### src/hw/rtl/decimal_float_literal_recognizer_assert.svh
// Assertion macros for the decimal float literal recognizer.
// Used by files that `include this header; needs a clk and an rst_n in scope.
`ifndef DECIMAL_FLOAT_LITERAL_RECOGNIZER_ASSERT_SVH
`define DECIMAL_FLOAT_LITERAL_RECOGNIZER_ASSERT_SVH
`ifndef SYNTH
// Checked property, disabled while reset is active.
`define DFLR_ASSERT(lbl, prop, msg) \
    lbl: assert property (@(posedge clk) disable iff (!rst_n) (prop)) else $error(msg);
// Checked property, also checked during reset.
`define DFLR_ASSERT_ALWAYS(lbl, prop, msg) \
    lbl: assert property (@(posedge clk) (prop)) else $error(msg);
`else
`define DFLR_ASSERT(lbl, prop, msg)
`define DFLR_ASSERT_ALWAYS(lbl, prop, msg)
`endif
`endif

### src/hw/rtl/dflr_pkg.sv
// Package for the decimal float literal recogniser: character codes,
// slot class and exponent phase types. No dependencies.
`default_nettype none

package dflr_pkg;

    localparam logic [7:0] CH_MINUS = 8'h2D;
    localparam logic [7:0] CH_PLUS  = 8'h2B;
    localparam logic [7:0] CH_DOT   = 8'h2E;
    localparam logic [7:0] CH_E_LO  = 8'h65;
    localparam logic [7:0] CH_E_UP  = 8'h45;
    localparam logic [7:0] CH_ZERO  = 8'h30;
    localparam logic [7:0] CH_NINE  = 8'h39;

    // Consumed count saturates one above the longest literal
    localparam int unsigned COUNT_W = 9;

    typedef enum logic [2:0] {
        CLS_NUM   = 3'd1,
        CLS_DOT   = 3'd2,
        CLS_EXP   = 3'd3,
        CLS_MINUS = 3'd4,
        CLS_PLUS  = 3'd5
    } slot_cls_t;

    typedef enum logic [1:0] {
        PH_NORMAL      = 2'd0,
        PH_AFTER_EXP   = 2'd1,
        PH_AFTER_MINUS = 2'd2
    } exp_phase_t;

endpackage

`default_nettype wire

### src/hw/rtl/decimal_float_literal_recognizer.sv
// Decimal float literal recogniser: streaming lexer, one character per transaction.
// Depends on dflr_pkg and decimal_float_literal_recognizer_assert.svh.
//
//  channel | signals                               | direction
//  --------+---------------------------------------+----------
//  input   | in_valid, in_stall, ch, start_req     | into block
//  output  | out_valid, out_stall, literal_len,    | out of block
//          | matched, too_long                     |
//
// Takes one character every cycle while no terminator waits on a stalled result.
// A transaction lands in the input register, then the scan state update and the
// slot pattern check run in one pass into the result register. Reset clears the
// scan state and both valid flags; class slots are not reset. A stalled result
// holds the output register; only a terminator waiting on it holds the input
// register, other characters keep flowing.
`default_nettype none

module decimal_float_literal_recognizer
    import dflr_pkg::*;
#(
    parameter int unsigned PATTERN_SLOTS = 6
) (
    input  wire logic       clk,
    input  wire logic       rst_n,
    input  wire logic       in_valid,
    output logic            in_stall,
    input  wire logic [7:0] ch,
    input  wire logic       start_req,
    output logic            out_valid,
    input  wire logic       out_stall,
    output logic [7:0]      literal_len,
    output logic            matched,
    output logic            too_long
);

    localparam int unsigned IDX_W = $clog2(PATTERN_SLOTS);
    localparam int unsigned CNT_W = $clog2(PATTERN_SLOTS + 2);
    localparam logic [CNT_W-1:0] SLOTS_C = CNT_W'(PATTERN_SLOTS);

    // Input register
    logic       s1_valid_reg, s1_valid_next;
    logic [7:0] s1_ch_reg;
    logic       s1_start_reg;

    // Scan state
    logic               scanning_reg, scanning_next;
    logic [COUNT_W-1:0] count_reg, count_next;
    exp_phase_t         phase_reg, phase_next;
    logic               prev_digit_reg, prev_digit_next;
    logic [CNT_W-1:0]   slot_count_reg, slot_count_next;
    logic               has_dot_reg, has_dot_next;
    logic [IDX_W-1:0]   dot_idx_reg, dot_idx_next;
    logic               has_exp_reg, has_exp_next;
    logic [IDX_W-1:0]   exp_idx_reg, exp_idx_next;
    slot_cls_t          class_slots_reg [PATTERN_SLOTS];

    // Result register
    logic       out_valid_reg, out_valid_next;
    logic [7:0] out_len_reg;
    logic       out_matched_reg;
    logic       out_too_long_reg;

    // Effective state seen by the character in the input register
    logic               eff_prev_digit;
    logic [COUNT_W-1:0] eff_count;
    exp_phase_t         eff_phase;
    logic [CNT_W-1:0]   eff_n;
    logic               eff_has_dot;
    logic [IDX_W-1:0]   eff_dot;
    logic               eff_has_exp;
    logic [IDX_W-1:0]   eff_exp;

    logic       s1_live;
    logic       s1_result;
    logic       s1_fire;
    logic       out_free;
    logic       is_digit;
    logic       is_sign_slot;
    logic       slot_we;
    logic [IDX_W-1:0] slot_widx;
    slot_cls_t  slot_wcls;

    // Pattern check
    logic [CNT_W-1:0] ex;
    logic [CNT_W-1:0] ex_p1;
    logic [CNT_W-1:0] ex_p2;
    logic [CNT_W-1:0] dot_ext;
    logic             bad_prefix;
    slot_cls_t        after_exp1;
    slot_cls_t        after_exp2;
    logic             pat_ok;
    logic             res_too_long;
    logic             res_ok;

    assign out_free  = !out_valid_reg || !out_stall;
    assign s1_live   = s1_valid_reg && (s1_start_reg || scanning_reg);
    // Terminator waits for a free result register; anything else moves on
    assign s1_fire   = s1_valid_reg && (!s1_result || out_free);
    assign in_stall  = s1_valid_reg && !s1_fire;

    assign out_valid   = out_valid_reg;
    assign literal_len = out_len_reg;
    assign matched     = out_matched_reg;
    assign too_long    = out_too_long_reg;

    // A start character sees a freshly cleared scan
    always_comb
    begin
        if (s1_start_reg)
        begin
            eff_prev_digit = 1'b0;
            eff_count      = '0;
            eff_phase      = PH_NORMAL;
            eff_n          = '0;
            eff_has_dot    = 1'b0;
            eff_dot        = '0;
            eff_has_exp    = 1'b0;
            eff_exp        = '0;
        end
        else
        begin
            eff_prev_digit = prev_digit_reg;
            eff_count      = count_reg;
            eff_phase      = phase_reg;
            eff_n          = slot_count_reg;
            eff_has_dot    = has_dot_reg;
            eff_dot        = dot_idx_reg;
            eff_has_exp    = has_exp_reg;
            eff_exp        = exp_idx_reg;
        end
    end

    // Slot pattern check over the effective state
    always_comb
    begin
        ex      = eff_has_exp ? CNT_W'(eff_exp) : eff_n;
        ex_p1   = ex + CNT_W'(1);
        ex_p2   = ex + CNT_W'(2);
        dot_ext = CNT_W'(eff_dot);
        bad_prefix = 1'b0;
        after_exp1 = CLS_DOT;
        after_exp2 = CLS_DOT;
        for (int j = 0; j < PATTERN_SLOTS; j++)
        begin
            if (class_slots_reg[j] != CLS_NUM
                && !(eff_has_dot && eff_dot == IDX_W'(j))
                && (CNT_W'(j) < ex || (eff_has_dot && CNT_W'(j) < dot_ext)))
            begin
                bad_prefix = 1'b1;
            end
            if (CNT_W'(j) == ex_p1)
            begin
                after_exp1 = class_slots_reg[j];
            end
            if (CNT_W'(j) == ex_p2)
            begin
                after_exp2 = class_slots_reg[j];
            end
        end
        pat_ok = (eff_n <= SLOTS_C) && (ex != '0) && (ex_p1 != eff_n) && !bad_prefix
                 && ((ex == eff_n) || (after_exp1 == CLS_NUM)
                     || ((ex_p2 < eff_n)
                         && (after_exp1 == CLS_MINUS || after_exp1 == CLS_PLUS)
                         && after_exp2 == CLS_NUM));
        res_too_long = eff_count[COUNT_W-1];
        res_ok       = !res_too_long && pat_ok;
    end

    // Scan state update for the character in the input register
    always_comb
    begin
        scanning_next   = scanning_reg;
        count_next      = count_reg;
        phase_next      = phase_reg;
        prev_digit_next = prev_digit_reg;
        slot_count_next = slot_count_reg;
        has_dot_next    = has_dot_reg;
        dot_idx_next    = dot_idx_reg;
        has_exp_next    = has_exp_reg;
        exp_idx_next    = exp_idx_reg;
        slot_we         = 1'b0;
        slot_wcls       = CLS_NUM;
        s1_result       = 1'b0;

        is_digit     = (s1_ch_reg >= CH_ZERO) && (s1_ch_reg <= CH_NINE);
        is_sign_slot = (eff_phase == PH_AFTER_EXP
                        && (s1_ch_reg == CH_MINUS || s1_ch_reg == CH_PLUS))
                       || (eff_phase == PH_AFTER_MINUS && s1_ch_reg == CH_PLUS);
        slot_widx    = eff_n[IDX_W-1:0];

        if (s1_live)
        begin
            // Take the character by default: start from the effective state
            scanning_next   = 1'b1;
            count_next      = eff_count[COUNT_W-1] ? eff_count : eff_count + COUNT_W'(1);
            phase_next      = PH_NORMAL;
            prev_digit_next = 1'b0;
            slot_count_next = (eff_n <= SLOTS_C) ? eff_n + CNT_W'(1) : eff_n;
            has_dot_next    = eff_has_dot;
            dot_idx_next    = eff_dot;
            has_exp_next    = eff_has_exp;
            exp_idx_next    = eff_exp;
            slot_we         = eff_n < SLOTS_C;

            if (s1_start_reg && s1_ch_reg == CH_MINUS)
            begin
                // Leading minus: counted, no slot
                slot_count_next = eff_n;
                slot_we         = 1'b0;
            end
            else if (is_sign_slot)
            begin
                slot_wcls  = (s1_ch_reg == CH_MINUS) ? CLS_MINUS : CLS_PLUS;
                phase_next = (s1_ch_reg == CH_MINUS) ? PH_AFTER_MINUS : PH_NORMAL;
            end
            else if (is_digit)
            begin
                prev_digit_next = 1'b1;
                slot_wcls       = CLS_NUM;
                if (eff_prev_digit)
                begin
                    // Digit run continues in the same slot
                    slot_count_next = eff_n;
                    slot_we         = 1'b0;
                end
            end
            else if (s1_ch_reg == CH_DOT)
            begin
                slot_wcls = CLS_DOT;
                if (eff_n < SLOTS_C)
                begin
                    has_dot_next = 1'b1;
                    dot_idx_next = slot_widx;
                end
            end
            else if (s1_ch_reg == CH_E_LO || s1_ch_reg == CH_E_UP)
            begin
                slot_wcls  = CLS_EXP;
                phase_next = PH_AFTER_EXP;
                if (eff_n < SLOTS_C)
                begin
                    has_exp_next = 1'b1;
                    exp_idx_next = slot_widx;
                end
            end
            else
            begin
                // Terminator: drop the scan, emit the result
                s1_result       = 1'b1;
                scanning_next   = 1'b0;
                count_next      = eff_count;
                prev_digit_next = eff_prev_digit;
                slot_count_next = eff_n;
                slot_we         = 1'b0;
            end
        end
    end

    always_comb
    begin
        s1_valid_next = s1_valid_reg;
        if (!in_stall)
        begin
            s1_valid_next = in_valid;
        end
        out_valid_next = out_valid_reg && out_stall;
        if (s1_fire && s1_result)
        begin
            out_valid_next = 1'b1;
        end
    end

    always_ff @(posedge clk or negedge rst_n)
    begin
        if (!rst_n)
        begin
            s1_valid_reg   <= 1'b0;
            out_valid_reg  <= 1'b0;
            scanning_reg   <= 1'b0;
            count_reg      <= '0;
            phase_reg      <= PH_NORMAL;
            prev_digit_reg <= 1'b0;
            slot_count_reg <= '0;
            has_dot_reg    <= 1'b0;
            dot_idx_reg    <= '0;
            has_exp_reg    <= 1'b0;
            exp_idx_reg    <= '0;
        end
        else
        begin
            s1_valid_reg  <= s1_valid_next;
            out_valid_reg <= out_valid_next;
            if (s1_fire)
            begin
                scanning_reg   <= scanning_next;
                count_reg      <= count_next;
                phase_reg      <= phase_next;
                prev_digit_reg <= prev_digit_next;
                slot_count_reg <= slot_count_next;
                has_dot_reg    <= has_dot_next;
                dot_idx_reg    <= dot_idx_next;
                has_exp_reg    <= has_exp_next;
                exp_idx_reg    <= exp_idx_next;
            end
        end
    end

    // Payload registers: input, class slots and result
    always_ff @(posedge clk)
    begin
        if (in_valid && !in_stall)
        begin
            s1_ch_reg    <= ch;
            s1_start_reg <= start_req;
        end
        if (s1_fire && slot_we)
        begin
            class_slots_reg[slot_widx] <= slot_wcls;
        end
        if (s1_fire && s1_result)
        begin
            out_len_reg      <= res_ok ? eff_count[7:0] : 8'd0;
            out_matched_reg  <= res_ok;
            out_too_long_reg <= res_too_long;
        end
    end

`include "decimal_float_literal_recognizer_assert.svh"

    `DFLR_ASSERT(a_match_has_len, out_valid_reg && out_matched_reg |-> out_len_reg != 8'd0 && !out_too_long_reg, "matched result with zero length or overlong")
    `DFLR_ASSERT(a_long_rejected, out_valid_reg && out_too_long_reg |-> out_len_reg == 8'd0 && !out_matched_reg, "overlong scan reported a length")
    `DFLR_ASSERT(a_slot_count_sat, slot_count_reg <= SLOTS_C + CNT_W'(1), "slot count beyond saturation")
    `DFLR_ASSERT(a_result_loaded, s1_fire && s1_result |=> out_valid_reg, "terminator fired but no result registered")
    `DFLR_ASSERT_ALWAYS(a_stall_needs_item, in_stall |-> s1_valid_reg, "input stalled with empty input register")

endmodule

`default_nettype wire

### config.mk
export PLATFORM = sky130hd
export DESIGN_NAME = decimal_float_literal_recognizer
export DESIGN_NICKNAME = d
export VERILOG_FILES = /design/src/hw/rtl/dflr_pkg.sv /design/src/hw/rtl/decimal_float_literal_recognizer.sv
export VERILOG_INCLUDE_DIRS = /design/src /design/src/hw/rtl
export SDC_FILE = /design/constraint.sdc
export NUM_CORES = 1
export LEC_CHECK = 0
export BUFFER_PORTS_ARGS = -buffer_cell sky130_fd_sc_hd__buf_4
export CORE_MARGIN = 2
export CORE_UTILIZATION = 50
export CTS_BUF_LIST = sky130_fd_sc_hd__clkbuf_4 sky130_fd_sc_hd__clkbuf_8
export CTS_CLUSTER_SIZE = 10
export DETAILED_ROUTE_END_ITERATION = 8
export HOLD_SLACK_MARGIN = 0.02
export PLACE_DENSITY = 0.71
export SKIP_CTS_REPAIR_TIMING = 1
export SLEW_MARGIN = 20
export SYNTH_ARGS = -nofsm -noshare
export SYNTH_HDL_FRONTEND = slang
export SYNTH_SLANG_ARGS = --single-unit
### constraint.sdc
create_clock -name clk -period 3 [get_ports clk]
set_input_delay 0.15 -clock clk [delete_from_list [all_inputs] [get_ports clk]]
set_output_delay 0.15 -clock clk [all_outputs]
set_load 0.005 [all_outputs]
==> results of run 1 <==
## critical path: cells and delay by family, from the launching register on
kind / cells / cell delay, ps
simple gates: 4 / 1360
flops: 1 / 460
compound gates: 2 / 700
## per-stage QoR
| step | setup slack [ps] | TNS (ps) | utilization | std cells | hold WS, ps |
|---|---|---|---|---|---|
| 5_1_grt | -0.524 | -1.10 | 0.591 | 530 | 174 |
| 4_1_cts | 191 | 0 | 0.575 | 519 | -294 |
| 6_report | 108 | 0 | 0.591 | 530 | 141 |
| 3_5_place_dp | 216 | 0 | 0.546 | 503 | 88.5 |
| 2_1_floorplan | 494 | 0 | - | 384 | -146 |
| 3_3_place_gp | 249 | 0 | 0.546 | 503 | 85.7 |
## placed cells by master (no fill, tap or decap), types with 10 or more instances in the layout
master | netlist | final
sky130_fd_sc_hd__dfrtp_1 | 26 | 26
sky130_fd_sc_hd__edfxtp_1 | 37 | 37
sky130_fd_sc_hd__inv_1 | 10 | 10
sky130_fd_sc_hd__nand2_1 | 38 | 38
sky130_fd_sc_hd__nand3_1 | 11 | 11
sky130_fd_sc_hd__nor3b_1 | 12 | 12
sky130_fd_sc_hd__dlygate4sd3_1 | 0 | 11
sky130_fd_sc_hd__a21oi_1 | 12 | 12
sky130_fd_sc_hd__o21ai_0 | 28 | 28
sky130_fd_sc_hd__buf_4 | 1 | 39
sky130_fd_sc_hd__nor2_1 | 33 | 33
## where the power goes
| part | internal (mW) | switching (mW) | total (mW) |
|---|---|---|---|
| clock | 0.468 | 0.358 | 0.827 |
| combinational | 0.196 | 0.260 | 0.456 |
| sequential | 1.01 | 0.0754 | 1.08 |
## cells in the mapped netlist, types with 5 or more instances
cell type,instances
sky130_fd_sc_hd__nand2_1,38
sky130_fd_sc_hd__nor2b_1,9
sky130_fd_sc_hd__buf_6,5
sky130_fd_sc_hd__a31oi_1,7
sky130_fd_sc_hd__o21ai_0,28
sky130_fd_sc_hd__nand3_1,11
sky130_fd_sc_hd__nor2_1,33
sky130_fd_sc_hd__a21oi_1,12
sky130_fd_sc_hd__clkbuf_1,5
sky130_fd_sc_hd__mux2i_1,6
sky130_fd_sc_hd__dfrtp_1,26
sky130_fd_sc_hd__nor3_1,7
sky130_fd_sc_hd__nor3b_1,12
sky130_fd_sc_hd__inv_1,10
sky130_fd_sc_hd__buf_2,9
sky130_fd_sc_hd__edfxtp_1,37
sky130_fd_sc_hd__ha_1,7
## routing by layer
layer	track usage	vias to the layer above	part of all wire
met4	0.111	0	0.028
met5	0	-	0
met2	0.389	105	0.50
met1	0.327	1607	0.43
met3	0.0488	23	0.049
li1	-	1536	-
## cell type report
cell class                      instances  area (um2)
Tap cell                              102         128
Clock buffer                            9         124
Sequential cell                        63        1760
Clock inverter                          7        97.6
Fill cell                             645        3130
Multi-Input combinational cell        288        1960
Timing Repair Buffer                   50         403
Inverter                               11        45.0
## worst paths after layout
check,start,slack (ps),cells past startpoint,end
max in group asynchronous,rst_n,2480,2,scanning_reg
max reg2reg,s1_ch_reg[4],110,6,class_slots_reg[1][2]
max,s1_ch_reg[4],110,6,class_slots_reg[1][2]
min reg2reg,scanning_reg,490,1,scanning_reg
min,out_stall,140,3,out_valid
min in group asynchronous,rst_n,250,2,dot_idx_reg[0]
## cell families (layout without fill, tap and decap cells)
logic type      count (synthesis)  count (layout)  synth area share
simple gates                  155             155             0.228
compound gates                114             114             0.216
flops                          63              63             0.451
buf+inv                        33              77            0.0481
mux                             9               9            0.0256
fa+ha+maj                       7               7            0.0224
xor+xnor                        3               3           0.00866
==> tab_implementation.tex, run 1 <==
\begin{tabular}{lr}
\hline
Metric & Value \\
\hline
\multicolumn{2}{l}{\textbf{Timing}} \\
\quad Max-slew violation count & 0 \\
\quad Clock skew after layout & 8.94 ps \\
\quad Slew at the pin closest to its max-slew limit & 676 ps \\
\quad Ratio of final minimum period to clock period & 0.964 \\
\quad Fmax & 346 MHz \\
\quad Final Hold Viols & 0 \\
\quad Fin crit period & 2890 ps \\
\quad Count of final setup violators & 0 \\
\quad Relative slew slack & 0.543 \\
\multicolumn{2}{l}{\textbf{CTS}} \\
\quad CTS clock-pin slew for the worst setup and hold paths & 80 ps \\
\quad CTS H-tree lvls & 3 \\
\quad TritonCTS clock tree & done \\
\quad Num CTS Buffers & 9 \\
\quad Sinks on Clock Net & 63 \\
\quad Clk Tree Root Cell & sky130\_fd\_sc\_hd\_\_clkbuf\_8 \\
\quad Largest buffer count on any clock path & 2 \\
\quad Clock latency of the later-clocked register in the worst-skew pair & 350 ps \\
\multicolumn{2}{l}{\textbf{Place}} \\
\quad HPWL after detailed placement & 7.03 mm \\
\quad Final RePlAce weighted congestion & 0.983 \\
\quad Input/output buffers & 24 \\
\quad Cell area after placement & 4180 um2 \\
\multicolumn{2}{l}{\textbf{Power and ir drop}} \\
\quad Maximum VDD drop & 0.000430 V \\
\quad Leakage power total & 1.66 nW \\
\quad Power consumption & 2.37 mW \\
\quad Cell Pwr Density & 524 nW/um2 \\
\multicolumn{2}{l}{\textbf{Logic synthesis}} \\
\quad Post-synthesis cell count & 384 \\
\quad Cell taking the most area after synthesis & sky130\_fd\_sc\_hd\_\_edfxtp\_1 \\
\quad Proportion of synthesized flip-flops having asynchronous set or reset & 0.413 \\
\quad Mapped Area & 3900 um2 \\
\quad Number of storage elements in the synthesis netlist & 63 \\
\quad Number of flops mapped to enable cells by yosys & 37 \\
\quad Register area share after synthesis & 0.451 \\
\quad Count of cell types in the netlist & 86 \\
\quad Yosys top cell area share & 0.285 \\
\quad Post-Synthesis Mean Instance Area & 10.2 um2 \\
\quad Largest cells by area after synthesis & sky130\_fd\_sc\_hd\_\_edfxtp\_1, sky130\_fd\_sc\_hd\_\_dfrtp\_1, sky130\_fd\_sc\_hd\_\_nand2\_1 \\
\quad Total nets after synthesis & 404 \\
\quad Synth Flop Type & sky130\_fd\_sc\_hd\_\_edfxtp\_1 \\
\quad Yosys warning total & 0 \\
\multicolumn{2}{l}{\textbf{Drt}} \\
\quad First-pass detailed-route iteration total & 5 \\
\quad Count of antenna-violating nets left after detailed routing & 0 \\
\quad Detailed Route WL & 9.77 mm \\
\quad Via Count & 3271 \\
\quad Number of vias per cell after detailed routing & 6.17 \\
\quad DRC violation count after routing & 0 \\
\quad Average wire length per cell after detail routing & 18.4 um \\
\quad Iteration-0 DRC count of the detailed router & 219 \\
\multicolumn{2}{l}{\textbf{Die}} \\
\quad IO Pins & 25 \\
\quad Chip Width & 92.3 um \\
\quad Placeable core region & 7650 um2 \\
\quad Cell row count & 32 \\
\quad DIE AREA & 8530 um2 \\
\quad Vert. Die Dim & 92.3 um \\
\quad Starting Density & 0.510 \\
\multicolumn{2}{l}{\textbf{Finish}} \\
\quad Final non-filler cell area & 4520 um2 \\
\quad Fraction of final layout cells sized beyond drive strength 1 & 0.208 \\
\quad Total Nets Final & 443 \\
\quad Number of antenna diodes & 0 \\
\quad Number of flip-flops under the largest register name & 18 \\
\quad Layout Area Growth over Synthesis & 15.8\% \\
\multicolumn{2}{l}{\textbf{Outcome}} \\
\quad Result of the run & finished, final reports clean \\
\multicolumn{2}{l}{\textbf{Worst setup path}} \\
\quad Startpoint class of the critical path & register \\
\quad Required time of the worst setup path & 2990 ps \\
\quad Critical Path Slowest Stage Cell & sky130\_fd\_sc\_hd\_\_nor4\_1 \\
\quad Maximum fanout along the worst path & 9 \\
\quad Critical path arrival & 2880 ps \\
\quad Cell chain of the critical path & nor4b\_2 > nand2\_2 > a21o\_1 > a31oi\_1 > nand2\_1 > nor4\_1 \\
\quad Worst setup path class & register to register \\
\quad Category of the worst setup path capture point & register \\
\quad Delay of the slowest cell on the worst path & 510 ps \\
\multicolumn{2}{l}{\textbf{Run}} \\
\quad Maximum capacitance violations & 0 \\
\multicolumn{2}{l}{\textbf{Global routing}} \\
\quad GRT Util Overall & 0.246 \\
\quad Total global routing overflow & 0 \\
\quad Largest net degree at the start of global routing & 27 \\
\quad Global-route wire length before repair & 16.2 mm \\
\quad Number of global-route vias before repair & 3190 \\
\quad Initial antenna violation count & 0 \\
\multicolumn{2}{l}{\textbf{Worst hold path}} \\
\quad Min-Delay Path Class & primary input to register \\
\hline
\end{tabular}
Note: power is estimated with default switching activity, not from simulation.
==> inputs of run 2 (changes only) <==
--- a/config.mk
+++ b/config.mk
@@ -12,6 +12,7 @@
 export CTS_BUF_LIST = sky130_fd_sc_hd__clkbuf_4 sky130_fd_sc_hd__clkbuf_8
 export CTS_CLUSTER_SIZE = 10
 export DETAILED_ROUTE_END_ITERATION = 8
+export GPL_TIMING_DRIVEN = 0
 export HOLD_SLACK_MARGIN = 0.02
 export PLACE_DENSITY = 0.71
 export SKIP_CTS_REPAIR_TIMING = 1
==> run 2 against run 1 <==
  * Critical path type unchanged
  * Largest cell class unchanged
  * Sequential share of layout area is 0.66 points lower
  * Wire length rose by 4.1%
  * Die area is the same
==> tab_implementation.tex, run 2 (same netlist as run 1, synthesis figures left out) <==
\begin{tabular}{lr}
\hline
Metric & Value \\
\hline
\multicolumn{2}{l}{\textbf{Worst setup path}} \\
\quad Beginning of the worst register-to-register path & s1\_ch\_reg[6] \\
\quad Critical path arrival & 2880 ps (about the same) \\
\quad Maximum fanout along the worst path & 9 (unchanged) \\
\quad Category of the worst setup path capture point & register \\
\quad Required time of the worst setup path & 3000 ps (about the same) \\
\quad Worst setup path class & register to register \\
\quad Startpoint class of the critical path & register \\
\quad Launch point of the critical path & s1\_ch\_reg[6] \\
\multicolumn{2}{l}{\textbf{Die}} \\
\quad Placeable core region & 7650 um2 (unchanged) \\
\quad Vert. Die Dim & 92.3 um (unchanged) \\
\quad Starting Density & 0.510 (unchanged) \\
\quad DIE AREA & 8530 um2 (unchanged) \\
\quad IO Pins & 25 (unchanged) \\
\quad Cell row count & 32 (unchanged) \\
\quad Chip Width & 92.3 um (unchanged) \\
\multicolumn{2}{l}{\textbf{Run}} \\
\quad Maximum capacitance violations & 0 (unchanged) \\
\multicolumn{2}{l}{\textbf{Global routing}} \\
\quad GRT Util Overall & 0.241 (-0.00466) \\
\quad Largest net degree at the start of global routing & 27 (unchanged) \\
\quad Number of global-route vias before repair & 3117 (-2.3\%) \\
\quad Total global routing overflow & 0 (unchanged) \\
\quad Global-route wire length before repair & 15.9 mm (-1.8\%) \\
\quad Initial antenna violation count & 0 (unchanged) \\
\multicolumn{2}{l}{\textbf{Finish}} \\
\quad Flip-flop and latch area & 1760 um2 (unchanged) \\
\quad Layout Area Growth over Synthesis & 17.8\% \\
\quad Number of antenna diodes & 0 (unchanged) \\
\quad Number of filler instances in the final layout & 620 (-3.9\%) \\
\quad Multi-input logic area & 1980 um2 (+1.1\%) \\
\quad Fraction of final layout cells sized beyond drive strength 1 & 0.239 (+0.0308) \\
\quad Number of flip-flops under the largest register name & 18 (unchanged) \\
\quad Final non-filler cell area & 4600 um2 (+1.7\%) \\
\quad Commonest non-fill, non-tap cells in the layout & sky130\_fd\_sc\_hd\_\_nand2\_1, sky130\_fd\_sc\_hd\_\_edfxtp\_1, sky130\_fd\_sc\_hd\_\_buf\_4 \\
\quad Core utilization of the finished layout & 0.601 (+0.0101) \\
\quad Number of cells in the finished layout apart from fillers & 546 (+3.0\%) \\
\quad Most frequent standard cell in the layout excluding fill and tap cells & sky130\_fd\_sc\_hd\_\_nand2\_1 \\
\quad Total Nets Final & 459 (+3.6\%) \\
\multicolumn{2}{l}{\textbf{Timing}} \\
\quad Final WS setup & 120 ps (+12.1 ps) \\
\quad Count of final setup violators & 0 (unchanged) \\
\quad Ratio of final minimum period to clock period & 0.960 (-0.00404) \\
\quad Fmax & 347 MHz (+0.42\%) \\
\quad Relative slew slack & 0.540 (-0.00351) \\
\quad Fin crit period & 2880 ps (-12.1 ps) \\
\quad Max-slew violation count & 0 (unchanged) \\
\quad Accumulated negative setup slack & 0 ps (unchanged) \\
\quad Slew at the pin closest to its max-slew limit & 684 ps (+8.64 ps) \\
\quad Final Hold Viols & 0 (unchanged) \\
\quad Clock skew after layout & 9.62 ps (+0.678 ps) \\
\multicolumn{2}{l}{\textbf{Place}} \\
\quad Final RePlAce weighted congestion & 0.899 (-8.6\%) \\
\quad Input/output buffers & 24 (unchanged) \\
\quad HPWL after detailed placement & 7.00 mm (-0.36\%) \\
\quad Cell area after placement & 4210 um2 (+0.81\%) \\
\quad Placement Setup Slack & -37.9 ps (-254 ps) \\
\quad Cell total after placement & 510 (+1.4\%) \\
\multicolumn{2}{l}{\textbf{Drt}} \\
\quad Average wire length per cell after detail routing & 18.6 um (+1.1\%) \\
\quad Count of antenna-violating nets left after detailed routing & 0 (unchanged) \\
\quad Number of vias per cell after detailed routing & 6.15 (-0.38\%) \\
\quad First-pass detailed-route iteration total & 5 (unchanged) \\
\quad Detailed Route WL & 10.2 mm (+4.1\%) \\
\quad DRC violation count after routing & 0 (unchanged) \\
\quad Via Count & 3357 (+2.6\%) \\
\quad Iteration-0 DRC count of the detailed router & 251 (+15\%) \\
\multicolumn{2}{l}{\textbf{CTS}} \\
\quad Largest buffer count on any clock path & 2 (unchanged) \\
\quad CTS clock-pin slew for the worst setup and hold paths & 80 ps (about the same) \\
\quad Sinks on Clock Net & 63 (unchanged) \\
\quad Num CTS Buffers & 9 (unchanged) \\
\quad CTS H-tree lvls & 3 (unchanged) \\
\quad Clock latency of the later-clocked register in the worst-skew pair & 350 ps (about the same) \\
\quad TritonCTS clock tree & done \\
\quad Clk Tree Root Cell & sky130\_fd\_sc\_hd\_\_clkbuf\_8 \\
\multicolumn{2}{l}{\textbf{Power and ir drop}} \\
\quad Net switching fraction of the power & 0.321 (+0.0278) \\
\quad Internal portion of total power & 1.52 mW (-9.0\%) \\
\quad Clock Power Share & 0.293 (-0.056) \\
\quad Power share of the combinational group & 0.226 (+0.033) \\
\quad Power share of the sequential group & 0.481 (+0.023) \\
\quad Cell Pwr Density & 487 nW/um2 (-6.9\%) \\
\quad Leakage power total & 1.71 nW (+2.8\%) \\
\quad Switch Pwr & 719 uW (+3.7\%) \\
\quad Maximum VDD drop & 0.000381 V (-11\%) \\
\multicolumn{2}{l}{\textbf{Worst hold path}} \\
\quad Worst hold path startpoint & out\_stall \\
\quad Min-Delay Path Class & primary input to register \\
\multicolumn{2}{l}{\textbf{Outcome}} \\
\quad Result of the run & finished, final reports clean \\
\hline
\end{tabular}
==> run 2: changes by cell type in the layout (fill, tap and decap cells not counted), moves of 2 or more <==
cell,delta
sky130_fd_sc_hd__buf_2,+9
sky130_fd_sc_hd__buf_4,-6
sky130_fd_sc_hd__buf_6,+5
sky130_fd_sc_hd__clkbuf_1,+3
sky130_fd_sc_hd__clkbuf_2,+3
sky130_fd_sc_hd__bufinv_16,-2
==> run 2: through the flow <==
stage	total power, mW	hold slack (ps)
2_1_floorplan	1.39	-146
3_3_place_gp	1.54	88.7
3_5_place_dp	1.56	82.8
4_1_cts	2.21	-293
5_1_grt	2.34	175
6_report	2.24	145
==> run 2: final timing paths <==
path	to	slack [ps]	cells after the start
worst max-delay path	class_slots_reg[1][2]	120	7
worst min-delay path	out_valid	140	3
worst max register to register	class_slots_reg[1][2]	120	7
worst min register to register	scanning_reg	500	1
max in group asynchronous	count_reg[7]	2480	2
min in group asynchronous	exp_idx_reg[0]	250	2
==> run 2: cell type report <==
type | instances | area share
timing repair inverter | 1 | 0.00109
inverter | 11 | 0.00980
clock buffer | 9 | 0.0269
tap | 102 | 0.0278
clock inverter | 7 | 0.0109
timing repair buffer | 43 | 0.0762
multi-input combinational | 288 | 0.432
sequential | 63 | 0.383
buffer | 22 | 0.0327
==> run 2: routing by layer <==
layer	routed length, um	GRT usage	part of all wire
met1	4410	0.326	0.43
met2	4950	0.378	0.49
met3	573	0.0382	0.056
met4	236	0.119	0.023
met5	0	0	0
==> run 2: critical path: stages, from the launching register on <==
cell and delay, ps:
sky130_fd_sc_hd__edfxtp_1 470, sky130_fd_sc_hd__nor4b_2 440, sky130_fd_sc_hd__nand2_2 230, sky130_fd_sc_hd__a21o_1 220, sky130_fd_sc_hd__buf_6 130, sky130_fd_sc_hd__a31oi_1 430, sky130_fd_sc_hd__nand2_1 220, sky130_fd_sc_hd__nor4_2 380
==> run 2: power groups by stage <==
| stage | clock (mW) | combinational [mW] | sequential, mW |
|---|---|---|---|
| 6_report | 0.658 | 0.505 | 1.08 |
| 5_1_grt | 0.711 | 0.540 | 1.09 |
| 4_1_cts | 0.665 | 0.463 | 1.08 |
| 3_5_place_dp | 0 | 0.460 | 1.10 |
| 3_3_place_gp | 0 | 0.453 | 1.09 |
| 2_1_floorplan | 0 | 0.310 | 1.08 |
